`src/pnrd_pkg.sv`:
```
// ----------------------------------------------------------------------------
// pnrd_pkg
// Shared constants, state type and saturation helper for the Newton root
// finder with Horner deflation.
// ----------------------------------------------------------------------------
package pnrd_pkg;

  localparam int DEGREE    = 4;
  localparam int FRAC_BITS = 20;
  localparam int PART_W    = 32;
  localparam int DEG_W     = 3;
  localparam int ITER_W    = 8;
  localparam int WIDE_W    = 66;
  localparam int PROD_W    = 2 * PART_W;
  localparam int NUM_W     = PROD_W + FRAC_BITS;
  localparam int CNT_W     = 7;

  localparam logic [ITER_W-1:0] ITER_RESET = ITER_W'(20);

  typedef enum logic [3:0] {
    ST_IDLE,
    ST_ROOT,
    ST_STEP,
    ST_CMUL,
    ST_CADD,
    ST_DMUL,
    ST_DCHK,
    ST_DRE,
    ST_DIM,
    ST_UPD,
    ST_EMIT,
    ST_DEFL
  } state_t;

  // Clamp a wide signed value to one signed part.
  function automatic logic signed [PART_W-1:0] sat_part(input logic signed [WIDE_W-1:0] v);
    logic signed [WIDE_W-1:0] hi;
    logic signed [WIDE_W-1:0] lo;
    hi = WIDE_W'((65'sd1 <<< (PART_W - 1)) - 65'sd1);
    lo = -hi - WIDE_W'(1);
    if (v > hi) begin
      return hi[PART_W-1:0];
    end else if (v < lo) begin
      return lo[PART_W-1:0];
    end
    return v[PART_W-1:0];
  endfunction

endpackage

```
`src/pnrd_div.sv`:
```
// ----------------------------------------------------------------------------
// pnrd_div
// Bit-serial restoring divider: (mag << FRAC_BITS) / den, truncated, with
// sign applied and the result saturated to one signed part.
// ----------------------------------------------------------------------------
module pnrd_div
  import pnrd_pkg::*;
(
  input  logic                     clk,
  input  logic                     rst,
  input  logic                     start,
  input  logic                     neg,
  input  logic [PROD_W-1:0]        mag,
  input  logic [PROD_W-1:0]        den,
  output logic                     done,
  output logic signed [PART_W-1:0] quo
);

  localparam logic [PART_W-1:0] CAP = PART_W'(1) << (PART_W - 1);

  logic [NUM_W-1:0]  num;
  logic [PROD_W:0]   rem;
  logic [PART_W:0]   q;
  logic              ovf;
  logic [CNT_W-1:0]  cnt;
  logic              busy;
  logic              neg_r;
  logic [PROD_W-1:0] den_r;

  logic [PROD_W:0]   r2;
  logic              qbit;
  logic              big;
  logic [PART_W-1:0] qm;

  // One quotient bit per cycle
  always_comb begin
    r2   = {rem[PROD_W-1:0], num[NUM_W-1]};
    qbit = (r2 >= {1'b0, den_r});
  end

  always_ff @(posedge clk) begin
    if (rst) begin
      busy <= 1'b0;
      done <= 1'b0;
      cnt  <= '0;
    end else begin
      done <= busy && (cnt == CNT_W'(1));
      if (start) begin
        busy <= 1'b1;
        cnt  <= CNT_W'(NUM_W);
      end else if (busy) begin
        cnt <= cnt - CNT_W'(1);
        if (cnt == CNT_W'(1)) begin
          busy <= 1'b0;
        end
      end
    end
  end

  always_ff @(posedge clk) begin
    if (start) begin
      num   <= {mag, {FRAC_BITS{1'b0}}};
      rem   <= '0;
      q     <= '0;
      ovf   <= 1'b0;
      neg_r <= neg;
      den_r <= den;
    end else if (busy) begin
      num <= num << 1;
      rem <= qbit ? (r2 - {1'b0, den_r}) : r2;
      ovf <= ovf | q[PART_W];
      q   <= {q[PART_W-1:0], qbit};
    end
  end

  // Cap the magnitude, then sign and saturate
  always_comb begin
    big = ovf || q[PART_W] || (q[PART_W-1:0] > CAP);
    qm  = big ? CAP : q[PART_W-1:0];
    if (neg_r) begin
      quo = -qm;
    end else begin
      quo = qm[PART_W-1] ? (CAP - PART_W'(1)) : qm;
    end
  end

endmodule

```
`config.mk`:
```
export PLATFORM = sky130hd
export DESIGN_NAME = pnrd_div
export DESIGN_NICKNAME = d
export VERILOG_FILES = /design/src/pnrd_pkg.sv /design/src/pnrd_div.sv
export SDC_FILE = /design/constraint.sdc
export NUM_CORES = 1
export LEC_CHECK = 0
export ABC_AREA = 1
export BUFFER_PORTS_ARGS = -buffer_cell sky130_fd_sc_hd__buf_4
export CORE_AREA = 10 10 224 226
export CTS_CLUSTER_DIAMETER = 150
export DETAILED_ROUTE_END_ITERATION = 16
export DIE_AREA = 0 0 234 236
export PLACE_DENSITY = 0.53
export SLEW_MARGIN = 30
export SYNTH_ARGS = -nofsm -noshare
export SYNTH_HDL_FRONTEND = slang
export SYNTH_SLANG_ARGS = --single-unit
export TNS_END_PERCENT = 20
```
`constraint.sdc`:
```
create_clock -name clk -period 4.6 [get_ports clk]
set_clock_uncertainty 0.2 [all_clocks]
set_input_delay 0.46 -clock clk [delete_from_list [all_inputs] [get_ports clk]]
set_output_delay 0.46 -clock clk [all_outputs]
set_load 0.02 [all_outputs]
```
==> flow_summary.yaml <==
status:
  status: "completed"
clock_network:
  htree_levels: 1
  cts_buffers: 28
  cts_resized: 0
  clk_latency_ns: 0.59
  cts_setup_buffers: 0
  cts_root_buf: "clkbuf_16"
  cts_tree: "yes"
  clockBufferDepth: 3
  holdBufCountCts: 129
  cts_sinks: 236
  clk_pin_slew_ns: 0.06
sta:
  post-route-min-period_ns: 3.93
  finalSetupViolations: 0
  rsz0062_at_grt: "false"
  slew_headroom_pct: 46.3
  finalHoldViolations: 0
  period_share_pct: 85.4
  worst_slew_pin_slew_ns: 0.796
  finalWorstSetupSlack_ns: 0.670
  tns_ns: 0
  drv_slew: 0
  clock.fmax_mhz: 254
grt:
  grt_max_degree: 86
  grt_usage_pct: 18.8
  antenna_found_initial: 2
  overflow: 0
  grt_pass1_wl_mm: 84.0
  grt_pass1_vias: 15200
pwr:
  p_total_uw: 5390
  power_per_cell_area_nw_per_um2: 273
  power_leakage_uw: 0.00976
  peakVddDrop_v: 0.000291
setup_path:
  critPathRequiredTime_ns: 3.94
  arrival_ns: 3.27
  ff2ff_setup_slack_ns: 0.89
  timing.rr.end: "rem[14]"
  endpoint_kind: "output port"
  reg2reg_from: "den_r[43]"
  reg2reg_depth: 16
  path_max_fanout: 44
  setup.worst_path.class: "reg2out"
  cp-start-kind: "flop"
floorplan:
  die_h_um: 236
  die_x_um: 234
  num_rows: 79
  core_area_um2: 45900
  ios: 165
  start_util_pct: 34.3
  die-area_um2: 55200
synth:
  post_synth_num_cell_types: 51
  syn_avg_cell_area_um2: 6.85
  synth_area_um2: 15700
  synthesis.nets: 2497
  synth-async-reset-ratio_pct: 0
  synth-seq-cells: 236
  ys_seq_area_share_pct: 38.2
  syn_inst: 2297
  synth_ff_type: "edfxtp_1"
  yosysWarnings: 0
  synth_edf_count: 129
drt:
  drtPass1Iterations: 7
  totalWireLength_mm: 53.3
  viasPerCell: 4.82
  route.detailed.drc: 0
  wl_per_cell_um: 16.6
  dr_total_vias: 15400
  first_iter_violations: 1150
  ant_nets: 0
worst_hold_path:
  min-delay-start: "mag[63]"
  holdPathStages: 3
  hold_path.class: "in2reg"
  hold_end: "num[83]"
placement:
  gp_congestion: 0.954
  placedCellCount: 3021
  place.port_buffers: 164
  dpl_cell_area_um2: 17500
  hpwl_mm: 41.2
  dp_slack_ns: 0.880
cells_and_area:
  stdcell_area_um2: 19800
  fin_cells: 3204
  area_delta_synth_final_pct: 25.6
  nNetsFinal: 2773
  final_layout_size_suffix_gt1_share_pct: 11.1
job:
  cap_violations: 0
metrics by stage:
stage / utilization (%) / hold slack (ns)
final: 43.1 / 0.148
after floorplan: - / 0.235
after global routing: 43.1 / 0.139
after detailed placement: 38.2 / 0.262
after CTS: 43.1 / 0.143
after global placement: 38.2 / 0.258
cell usage in the layout (no fill, tap or decap), types with 28 or more instances in the layout:
master and n:
inv_1 324, buf_4 174, o21ai_0 101, nand2_1 810, o22ai_1 32, nor2_1 197, nand3_1 131, edfxtp_1 129
xnor2_1 31, dlygate4sd3_1 129, dfxtp_1 107, a21oi_1 96, clkbuf_16 28, ha_1 67
layer usage:
layer | global-route usage [%] | share of wire (%)
met1 | 25.6 | 48
met4 | 4.67 | 2.1
met3 | 2.15 | 4.3
met2 | 31.1 | 46
met5 | 0 | 0
state kept, by name, summed over array words and instances (netlist names):
name   cells
num       64
ovf        1
busy       1
rem       64
neg_r      1
cnt        7
den_r     64
q         33
done       1
worst max-delay path by stage:
| stage | startpoint | endpoint | depth (start not counted) |
|---|---|---|---|
| finish | q[21] | quo[14] | 13 |
| global route | q[32] | quo[27] | 13 |
| CTS | q[21] | quo[14] | 13 |
| detailed placement | den_r[43] | rem[14] | 16 |
| global placement | den_r[43] | rem[14] | 16 |
| floorplan | start | num[20] | 4 |
cell usage after synthesis, types with 6 or more instances:
cell type  number  area share (%)
nand2_1       810              19
inv_1         325             7.8
nor2_1        199             4.7
nand3_1       131             4.2
edfxtp_1      129              25
dfxtp_1       107              14
o21ai_0       101             3.2
a21oi_1        96             3.1
ha_1           67             5.3
clkbuf_1       34            0.81
o22ai_1        32             1.3
xnor2_1        31             1.7
inv_2          26            0.62
o211ai_1       19            0.91
o21ai_1        19            0.60
nand4_1        18            0.72
o21bai_1       14            0.67
o31ai_1        14            0.67
nor3_1         12            0.38
buf_2           8            0.25
nor2_2          8            0.32
or2_1           8            0.32
a21o_1          7            0.33
buf_1           6            0.14
buf_6           6            0.43
o41ai_1         6            0.33
critical path: stages (launching register included):
cell	delay [ns]
dfxtp_1	0.34
inv_1	0.11
nand2_1	0.10
nor2_1	0.13
nand2_1	0.06
nor2_1	0.11
nand3_1	0.09
nand2_2	0.26
buf_4	0.42
o31ai_1	0.17
nand2_1	0.17
o21ai_2	0.13
o21ai_0	0.37
buf_4	0.22
final cells by class:
type	instances	area (µm²)
sequential	236	6020
timing repair buffer	305	2630
inverter	356	1340
antenna	2	5.00
clock buffer	35	747
tap	607	759
multi-input combinational	1646	8080
fill	4809	26100
clock inverter	17	180
kinds of logic after synthesis:
| logic type | after synthesis | share of synthesized area [%] |
|---|---|---|
| xor+xnor | 33 | 1.84 |
| simple gates | 1217 | 31.7 |
| buf+inv | 415 | 10.5 |
| fa+ha+maj | 68 | 5.46 |
| compound gates | 327 | 12.2 |
| mux | 1 | 0.0716 |
| flops | 236 | 38.2 |
power breakdown:
| part | switching, µW | total [µW] | internal, µW |
|---|---|---|---|
| clock network | 925 | 2240 | 1320 |
| registers | 38.9 | 2400 | 2360 |
| logic | 435 | 747 | 312 |
No activity file was read; power rests on OpenSTA's default activity.
